### src/wrp_pkg.sv
// Shared constants and types for the weighted random picker.
// Used by wrp_cell, wrp_chain and weighted_random_picker_core; depends on nothing.
package wrp_pkg;

    localparam int TABLE_SIZE  = 16;
    localparam int WEIGHT_BITS = 16;

    localparam int WEIGHT_W = 16;
    localparam int VAL_W    = 16;
    localparam int CUM_W    = 20;
    localparam int IDX_W    = (TABLE_SIZE > 1) ? $clog2(TABLE_SIZE) : 1;
    localparam int POS_W    = $clog2(TABLE_SIZE + 1);

    localparam logic [WEIGHT_W-1:0] WEIGHT_MASK =
        (WEIGHT_BITS >= WEIGHT_W) ? {WEIGHT_W{1'b1}}
                                  : WEIGHT_W'((64'd1 << WEIGHT_BITS) - 64'd1);

    localparam int PADDR_W   = 3;
    localparam int PDATA_W   = 32;
    localparam int CFG_IDX_W = PADDR_W - 2;

    localparam logic [CFG_IDX_W-1:0] REG_RETURN_VALUES = CFG_IDX_W'(0);

    typedef enum logic {
        MODE_LOAD = 1'b0,
        MODE_PICK = 1'b1
    } t_mode;

    typedef struct packed {
        logic             shift;
        logic [CUM_W-1:0] cum;
        logic [VAL_W-1:0] value;
        logic             probe;
        logic [CUM_W-1:0] draw;
    } t_chain_ctl;

    typedef struct packed {
        logic             hit;
        logic             miss;
        logic [VAL_W-1:0] value;
    } t_chain_rsp;

endpackage

### src/wrp_cell.sv
// One table cell: a cumulative weight, its value and the scan probe bit.
// Depends on wrp_pkg.
module wrp_cell
    import wrp_pkg::*;
(
    input  logic             i_clk,
    input  logic             i_rst_n,
    input  logic             i_shift,
    input  logic [CUM_W-1:0] i_cum,
    input  logic [VAL_W-1:0] i_value,
    input  logic             i_probe,
    input  logic [CUM_W-1:0] i_draw,
    output logic [CUM_W-1:0] o_cum,
    output logic [VAL_W-1:0] o_value,
    output logic             o_probe,
    output logic             o_probe_pass,
    output logic             o_hit,
    output logic [VAL_W-1:0] o_hit_value
);

    logic [CUM_W-1:0] r_cum;
    logic [VAL_W-1:0] r_value;
    logic             r_probe;

    always_ff @(posedge i_clk) begin
        if (i_shift) begin
            r_cum   <= i_cum;
            r_value <= i_value;
        end
        if (!i_rst_n) begin
            r_probe <= 1'b0;
        end else begin
            r_probe <= i_probe;
        end
    end

    // The probe stops at the first cell whose cumulative weight exceeds the draw.
    assign o_hit        = r_probe && (i_draw < r_cum);
    assign o_probe_pass = r_probe && !o_hit;
    assign o_hit_value  = o_hit ? r_value : '0;
    assign o_cum        = r_cum;
    assign o_value      = r_value;
    assign o_probe      = r_probe;

endmodule

### src/wrp_chain.sv
// Row of TABLE_SIZE cells: loads shift in at the top end, the probe walks up from cell 0.
// Depends on wrp_pkg and wrp_cell.
module wrp_chain
    import wrp_pkg::*;
(
    input  logic       i_clk,
    input  logic       i_rst_n,
    input  t_chain_ctl i_ctl,
    output t_chain_rsp o_rsp
);

    logic [CUM_W-1:0] cum_q   [TABLE_SIZE];
    logic [VAL_W-1:0] value_q [TABLE_SIZE];
    logic [CUM_W-1:0] cum_in  [TABLE_SIZE];
    logic [VAL_W-1:0] value_in[TABLE_SIZE];
    logic             probe_in[TABLE_SIZE];
    logic [TABLE_SIZE-1:0] probe_q;
    logic [TABLE_SIZE-1:0] probe_pass;
    logic [TABLE_SIZE-1:0] hit;
    logic [VAL_W-1:0] hit_value[TABLE_SIZE];

    for (genvar k = 0; k < TABLE_SIZE; k++) begin : g_cell
        if (k == TABLE_SIZE - 1) begin : g_top
            assign cum_in[k]   = i_ctl.cum;
            assign value_in[k] = i_ctl.value;
        end else begin : g_mid
            assign cum_in[k]   = cum_q[k+1];
            assign value_in[k] = value_q[k+1];
        end
        if (k == 0) begin : g_first
            assign probe_in[k] = i_ctl.probe;
        end else begin : g_next
            assign probe_in[k] = probe_pass[k-1];
        end

        // Cell 0 has no lower neighbor, so its stored data is only seen by the scan.
        wrp_cell u_cell (
            .i_clk        (i_clk),
            .i_rst_n      (i_rst_n),
            .i_shift      (i_ctl.shift),
            .i_cum        (cum_in[k]),
            .i_value      (value_in[k]),
            .i_probe      (probe_in[k]),
            .i_draw       (i_ctl.draw),
            .o_cum        (cum_q[k]),
            .o_value      (value_q[k]),
            .o_probe      (probe_q[k]),
            .o_probe_pass (probe_pass[k]),
            .o_hit        (hit[k]),
            .o_hit_value  (hit_value[k])
        );
    end

    // At most one cell holds the probe, so the hit values can simply be ORed.
    always_comb begin
        o_rsp.hit   = |hit;
        o_rsp.miss  = probe_pass[TABLE_SIZE-1];
        o_rsp.value = '0;
        for (int k = 0; k < TABLE_SIZE; k++) begin
            o_rsp.value = o_rsp.value | hit_value[k];
        end
    end

    a_probe_single: assert property (@(posedge i_clk) disable iff (!i_rst_n)
        $onehot0(probe_q))
        else $error("more than one cell holds the scan probe");

    a_hit_single: assert property (@(posedge i_clk) disable iff (!i_rst_n)
        $onehot0(hit))
        else $error("more than one cell reports a hit");

endmodule

### src/weighted_random_picker_core.sv
// Top level of the weighted random picker (roulette wheel selection).
// Depends on wrp_pkg and wrp_chain (which holds the wrp_cell row).
//
//  channel  | direction | handshake               | payload
//  ---------+-----------+-------------------------+-------------------------------------------
//  input    | in        | i_in_valid / o_in_ready | i_mode i_start_load i_weight i_entry_value i_draw
//  result   | out       | o_out_valid/i_out_ready | o_picked o_error
//  config   | in        | psel penable pwrite     | paddr pwdata -> prdata, pready tied high
//
//  A load transaction produces no result.
//  A pick that fails the table/total/draw checks returns an error without a scan.
//  A valid pick returns the entry on which the probe hits as it walks up the cell row
//  one cell per clock.
//  Synchronous active-low reset empties the table state and clears return_values.
//  A result that cannot leave because the output is stalled waits in a holding register;
//  no new transaction is taken until it has moved into the output register.
module weighted_random_picker_core
    import wrp_pkg::*;
(
    input  logic                      i_clk,
    input  logic                      i_rst_n,
    // input transactions
    input  logic                      i_in_valid,
    output logic                      o_in_ready,
    input  logic                      i_mode,
    input  logic                      i_start_load,
    input  logic [WEIGHT_W-1:0]       i_weight,
    input  logic signed [VAL_W-1:0]   i_entry_value,
    input  logic [CUM_W-1:0]          i_draw,
    // result transactions
    output logic                      o_out_valid,
    input  logic                      i_out_ready,
    output logic signed [VAL_W-1:0]   o_picked,
    output logic                      o_error,
    // configuration port
    input  logic                      psel,
    input  logic                      penable,
    input  logic                      pwrite,
    input  logic [PADDR_W-1:0]        paddr,
    input  logic [PDATA_W-1:0]        pwdata,
    output logic [PDATA_W-1:0]        prdata,
    output logic                      pready
);

    typedef enum logic [1:0] {
        ST_IDLE,
        ST_SCAN,
        ST_HOLD
    } t_state;

    // Control state.
    t_state           r_state,         n_state;
    logic [POS_W-1:0] r_pos,           n_pos;
    logic [CUM_W-1:0] r_total,         n_total;
    logic             r_ready_tbl,     n_ready_tbl;
    logic [IDX_W-1:0] r_idx,           n_idx;
    logic             r_out_valid,     n_out_valid;
    logic             r_return_values, n_return_values;

    // Payload registers.
    logic [CUM_W-1:0]        r_draw,        n_draw;
    logic signed [VAL_W-1:0] r_picked,      n_picked;
    logic                    r_error,       n_error;
    logic signed [VAL_W-1:0] r_hold_picked, n_hold_picked;
    logic                    r_hold_error,  n_hold_error;

    t_chain_ctl chain_ctl;
    t_chain_rsp chain_rsp;

    logic                    in_fire;
    logic                    out_free;
    logic                    cfg_wr;
    logic                    eff_start;
    logic [POS_W-1:0]        eff_pos;
    logic [CUM_W-1:0]        eff_total;
    logic [CUM_W:0]          sum_ext;
    logic [CUM_W-1:0]        sum_sat;
    logic                    pick_ok;
    logic                    res_valid;
    logic signed [VAL_W-1:0] res_picked;
    logic                    res_error;

    assign o_in_ready = (r_state == ST_IDLE);
    assign in_fire    = i_in_valid && o_in_ready;
    assign out_free   = !r_out_valid || i_out_ready;

    assign o_out_valid = r_out_valid;
    assign o_picked    = r_picked;
    assign o_error     = r_error;

    // Configuration: one register, written in the access phase.
    assign pready = 1'b1;
    assign cfg_wr = psel && penable && pwrite;

    always_comb begin
        unique case (paddr[PADDR_W-1:2])
            REG_RETURN_VALUES: prdata = {{(PDATA_W-1){1'b0}}, r_return_values};
            default:           prdata = '0;
        endcase
    end

    // Load path: a restart clears the position and total before this entry is stored.
    // The total saturates at its full-scale value instead of wrapping.
    assign eff_start = (i_mode == MODE_LOAD) && i_start_load;
    assign eff_pos   = eff_start ? '0 : r_pos;
    assign eff_total = eff_start ? '0 : r_total;
    assign sum_ext   = {1'b0, eff_total} + (CUM_W+1)'(i_weight & WEIGHT_MASK);
    assign sum_sat   = sum_ext[CUM_W] ? {CUM_W{1'b1}} : sum_ext[CUM_W-1:0];

    // A pick can only succeed on a full table with a nonzero total and a draw below it.
    // The last cell then holds the running total, so the probe always finds a hit.
    assign pick_ok = r_ready_tbl && (r_total != '0) && (i_draw < r_total);

    always_comb begin
        n_state         = r_state;
        n_pos           = r_pos;
        n_total         = r_total;
        n_ready_tbl     = r_ready_tbl;
        n_idx           = r_idx;
        n_out_valid     = r_out_valid && !i_out_ready;
        n_return_values = r_return_values;
        n_draw          = r_draw;
        n_picked        = r_picked;
        n_error         = r_error;
        n_hold_picked   = r_hold_picked;
        n_hold_error    = r_hold_error;

        chain_ctl.shift = 1'b0;
        chain_ctl.cum   = sum_sat;
        chain_ctl.value = i_entry_value;
        chain_ctl.probe = 1'b0;
        chain_ctl.draw  = r_draw;

        res_valid  = 1'b0;
        res_picked = '0;
        res_error  = 1'b0;

        if (cfg_wr && (paddr[PADDR_W-1:2] == REG_RETURN_VALUES)) begin
            n_return_values = pwdata[0];
        end

        unique case (r_state)
            ST_IDLE: begin
                if (in_fire) begin
                    if (i_mode == MODE_LOAD) begin
                        if (eff_start) begin
                            n_pos       = '0;
                            n_total     = '0;
                            n_ready_tbl = 1'b0;
                        end
                        // Loads into a full table without a restart are dropped.
                        if (eff_pos < POS_W'(TABLE_SIZE)) begin
                            chain_ctl.shift = 1'b1;
                            n_total         = sum_sat;
                            n_pos           = eff_pos + POS_W'(1);
                            if (eff_pos == POS_W'(TABLE_SIZE - 1)) begin
                                n_ready_tbl = 1'b1;
                            end
                        end
                    end else if (pick_ok) begin
                        n_draw          = i_draw;
                        n_idx           = '0;
                        chain_ctl.probe = 1'b1;
                        n_state         = ST_SCAN;
                    end else begin
                        res_valid = 1'b1;
                        res_error = 1'b1;
                    end
                end
            end
            ST_SCAN: begin
                if (chain_rsp.hit) begin
                    res_valid  = 1'b1;
                    res_picked = r_return_values ? $signed(chain_rsp.value)
                                                 : $signed(VAL_W'(r_idx));
                end else if (chain_rsp.miss) begin
                    res_valid = 1'b1;
                    res_error = 1'b1;
                end else begin
                    n_idx = r_idx + IDX_W'(1);
                end
            end
            ST_HOLD: begin
                if (out_free) begin
                    n_out_valid = 1'b1;
                    n_picked    = r_hold_picked;
                    n_error     = r_hold_error;
                    n_state     = ST_IDLE;
                end
            end
            default: begin
                n_state = ST_IDLE;
            end
        endcase

        // A finished result goes straight to the output register when it is free,
        // otherwise it waits in the holding register.
        if (res_valid) begin
            if (out_free) begin
                n_out_valid = 1'b1;
                n_picked    = res_picked;
                n_error     = res_error;
                n_state     = ST_IDLE;
            end else begin
                n_hold_picked = res_picked;
                n_hold_error  = res_error;
                n_state       = ST_HOLD;
            end
        end
    end

    always_ff @(posedge i_clk) begin
        r_draw        <= n_draw;
        r_picked      <= n_picked;
        r_error       <= n_error;
        r_hold_picked <= n_hold_picked;
        r_hold_error  <= n_hold_error;
        if (!i_rst_n) begin
            r_state         <= ST_IDLE;
            r_pos           <= '0;
            r_total         <= '0;
            r_ready_tbl     <= 1'b0;
            r_idx           <= '0;
            r_out_valid     <= 1'b0;
            r_return_values <= 1'b0;
        end else begin
            r_state         <= n_state;
            r_pos           <= n_pos;
            r_total         <= n_total;
            r_ready_tbl     <= n_ready_tbl;
            r_idx           <= n_idx;
            r_out_valid     <= n_out_valid;
            r_return_values <= n_return_values;
        end
    end

    wrp_chain u_chain (
        .i_clk   (i_clk),
        .i_rst_n (i_rst_n),
        .i_ctl   (chain_ctl),
        .o_rsp   (chain_rsp)
    );

    a_error_zero: assert property (@(posedge i_clk) disable iff (!i_rst_n)
        (r_out_valid && r_error) |-> (r_picked == '0))
        else $error("error result carries a nonzero pick");

    a_ready_full: assert property (@(posedge i_clk) disable iff (!i_rst_n)
        r_ready_tbl |-> (r_pos == POS_W'(TABLE_SIZE)))
        else $error("table marked ready before it was full");

    a_pos_range: assert property (@(posedge i_clk) disable iff (!i_rst_n)
        r_pos <= POS_W'(TABLE_SIZE))
        else $error("load position ran past the table");

    a_scan_finds: assert property (@(posedge i_clk) disable iff (!i_rst_n)
        (r_state == ST_SCAN) |-> !chain_rsp.miss)
        else $error("scan ran off the table without a hit");

    a_launch_scan: assert property (@(posedge i_clk) disable iff (!i_rst_n)
        (in_fire && (i_mode == MODE_PICK) && pick_ok) |=> (r_state == ST_SCAN))
        else $error("accepted pick did not start a scan");

endmodule

### config.mk
export PLATFORM = sky130hd
export DESIGN_NAME = weighted_random_picker_core
export DESIGN_NICKNAME = d
export VERILOG_FILES = /design/src/wrp_pkg.sv /design/src/wrp_cell.sv /design/src/wrp_chain.sv /design/src/weighted_random_picker_core.sv
export SDC_FILE = /design/constraint.sdc
export NUM_CORES = 1
export LEC_CHECK = 0
export ABC_AREA = 1
export BUFFER_PORTS_ARGS = -buffer_cell sky130_fd_sc_hd__buf_2
export CAP_MARGIN = 40
export CORE_MARGIN = 10
export CORE_UTILIZATION = 57
export DETAILED_ROUTE_END_ITERATION = 8
export PLACE_DENSITY = 0.77
export SYNTH_ARGS = -nofsm -noshare
export SYNTH_HDL_FRONTEND = slang
export SYNTH_HIERARCHICAL = 1
export SYNTH_SLANG_ARGS = --single-unit
### constraint.sdc
create_clock -name i_clk -period 8.75 [get_ports i_clk]
set_input_delay 0 -clock i_clk [delete_from_list [all_inputs] [get_ports i_clk]]
set_output_delay 0 -clock i_clk [all_outputs]
set_load 0.005 [all_outputs]
==> impl_results.md <==
* Status: complete, no violations
* Post-Synthesis Cell Area at around 36000 um^2
* Asr flop ratio synth at 0%
* TritonCTS clock tree: built
* Die Ht at 272 um
* Core Region at 62900 um^2
* ANT nets after route at 0
* Top sig layer: met4
* CP most frequent cell: nand2_1
* Crit-path cells: ha_1, nand2_1, nor2_1, nand2_2, nor2_1, nand2_1, nand4_4, inv_1, nor2_1, nand2_1, nor2_1, nand2_1, o21ai_0, nand2_1, nand2_1, inv_1
* Finished Core Util at 63.5%
* Hold Violations, Final at 0
* CP Data Arrival Time at 4.38 ns
* Top cells by count, synth: inv_1 (888), nand2_1 (773), edfxtp_1 (613)
* Static Leak at ~20 nW
* Register area share after synthesis at between 50% and 60%
* Total congestion overflow at 0
* Post-layout nets at 4361
* Max Slew Vio Count at 0
* Vias in the first global route at between 20000 and 25000
* Clock latency on the worst-skew pair at ~0.61 ns
* Clock skew at about 0.029 ns
* Met2 Routed Length at between 30 and 40 mm
* Relative slew slack at approximately a quarter
* Die width at between 200 and 300 um
* Post-cts resize count at 0
* CTS Buf Count at 70
* Vias/cell at just under 5
* Clock slew at reported path FFs at approximately 0.06 ns
* Hold Crit Class: in2reg
* Port bufs at about 80
* I/O Pins at 148
* Setup TNS at 0 ns
* Area share of the leading cell type in the synthesized netlist at ~51%
* Crit start category: flop
* CP max-delay cell: edfxtp_1
* Seq cells post-synth at approximately 700
* Most common cell in the netlist: inv_1
* Largest cells by area after synthesis: edfxtp_1 (51%), ha_1 (12%), inv_1 (9.2%), nand2_1 (8.0%), nor2_1 (6.0%)
* Met3 Wirelength at 2.91 mm
* Min Tclk post-route at between 4 and 5 ns
* Maxcap violations at 0
* RSZ-0062 raised after global routing: false
* CP max FO at 17
* Placement Rows at a little over 90
* Initial Util at 57.4%
* Cell count after synthesis at approximately 3700
* 1st-pass router iterations at 5
* First-pass GRT wire length at between 100 and 150 mm
* Critical Path RT at ~9 ns
* Worst path max stage delay at around 0.7 ns
* Main synth FF type: edfxtp_1
* EDFF count, synth at around 610
* Slew @ Worst Pin at between 1 and 1.5 ns
* Share of cells above drive strength 1 at roughly 9%
* Gp weighted congestion at ~0.86
* DR WL/cell at roughly 14 um
* Clk sinks at a little under 700
* Post-CTS Setup Bufs at 0
* WS Path Type: reg2reg
* Count of cell types in the netlist at 48
* CP endpoint kind: flop
* Mean Syn Cell Area at 9.63 um^2
* Final worst path period share at 47.6%
* Iter 0 DRT Violations at roughly 1300
* CTS max path bufs at 3
* Hold Buf Count CTS at 50
* Area delta synth->final at 10.7%
* Max VDD drop at around 0.00016 V
* Drt total wl at 68.7 mm
* Root buffer cell: clkbuf_16
* DRT met1 WL at roughly 28 mm
* Total GRT Usage at between 15 and 20%
* CTS H-tree depth at 3
* Number of diodes at 0
* PwrDens at ~180 nW/um^2
* DRC viols at 0
* Yosys top cell by area: edfxtp_1
* Antenna violations before repair at 0
* Fmax at 240 MHz
* Largest net degree at the start of global routing at approximately 200
* Die area at between 70000 and 80000 um^2
* Detailed placer's ending HPWL at 48.3 mm
* Via count at 23300
* Setup-failing EPs final at 0
* Ys Warns at 6
==> report_power, final <==
| part | total, W | internal, W | switching (W) | leakage (nW) |
|---|---|---|---|---|
| combinational | 0.000470 | 0.000166 | 0.000304 | 12.4 |
| sequential | 0.00376 | 0.00370 | 0.0000592 | 6.26 |
| clock | 0.00284 | 0.00162 | 0.00122 | 1.07 |
==> cell usage in the layout (no fill, tap or decap), types with 50 or more instances in the layout <==
| master | n |
|---|---|
| dfxtp_1 | 67 |
| clkbuf_16 | 73 |
| nor2_1 | 574 |
| inv_1 | 888 |
| edfxtp_1 | 613 |
| a21oi_1 | 127 |
| nand3_1 | 54 |
| nand2_1 | 773 |
| ha_1 | 341 |
| buf_2 | 82 |
| dlygate4sd3_1 | 50 |
==> cell type report <==
| class | count | area (um^2) |
|---|---|---|
| Clock buffer | 102 | 2000 |
| Clock inverter | 25 | 171 |
| Fill cell | 4929 | 22900 |
| Inverter | 891 | 3340 |
| Multi-Input combinational cell | 2140 | 12600 |
| Sequential cell | 680 | 19700 |
| Tap cell | 846 | 1060 |
| Timing Repair Buffer | 140 | 1040 |
==> worst paths after layout <==
check | start | endpoint | slack, ns | depth (start not counted)
worst max-delay path | r_draw[15] | r_hold_picked[11] | 4.58 | 16
worst min-delay path | i_weight[12] | u_chain/g_cell[15].u_cell/o_cum[12] | 0.04 | 4
worst max register to register | r_draw[15] | r_hold_picked[11] | 4.58 | 16
worst min register to register | u_chain/g_cell[13].u_cell/o_cum[15] | u_chain/g_cell[12].u_cell/o_cum[15] | 0.43 | 0
==> registers in the layout, summed over array words and instances, names as in the netlist <==
| signal | flops |
|---|---|
| r_hold_picked | 16 |
| o_error | 1 |
| r_pos | 5 |
| o_out_valid | 1 |
| u_chain/g_cell.u_cell/o_value | 256 |
| u_chain/g_cell.u_cell/o_cum | 320 |
| r_state | 2 |
| r_idx | 4 |
| r_total | 20 |
| o_picked | 16 |
| u_chain/g_cell.u_cell/o_probe | 16 |
| r_draw | 20 |
| r_return_values | 1 |
| r_hold_error | 1 |
| r_ready_tbl | 1 |
==> critical path, delay by kind of cell, from the launching register on <==
family / cells / cell delay (ns)
compound gates: 1 / 0.34
fa+ha+maj: 1 / 0.48
simple gates: 12 / 1.78
flops: 1 / 0.72
buf+inv: 2 / 0.42
==> per-stage QoR <==
| step | instances | worst slack (ns) | hold slack [ns] | total power, W | cell area [um^2] |
|---|---|---|---|---|---|
| floorplan | 3775 | 0.211 | 0.0311 | 0.00419 | 36200 |
| global placement | 4645 | 4.79 | 0.177 | 0.00425 | 37200 |
| detailed placement | 4647 | 4.64 | 0.179 | 0.00428 | 37300 |
| CTS | 4824 | 4.60 | 0.000170 | 0.00714 | 39900 |
| global route | 4824 | 4.17 | 0.0462 | 0.00733 | 39900 |
| finish | 4824 | 4.58 | 0.0413 | 0.00707 | 39900 |
==> per-layer routing <==
layer  up-vias  GRT usage [%]
met5         -              0
met4         0           7.49
met3       109           2.57
met2       434           33.9
met1     10700           21.4
li1      12000              -
==> logic make-up (layout without fill, tap and decap cells) <==
| family | count (synthesis) | count (layout) | synth area share, % |
|---|---|---|---|
| simple gates | 1532 | 1532 | 18.2 |
| compound gates | 207 | 207 | 3.65 |
| other cells | 2 | 32 | 0.0208 |
| flops | 680 | 680 | 54.7 |
| buf+inv | 955 | 1158 | 10.7 |
| xor+xnor | 10 | 10 | 0.243 |
| mux | 17 | 17 | 0.531 |
| fa+ha+maj | 342 | 342 | 11.9 |
(Power assumes the default switching activity.)
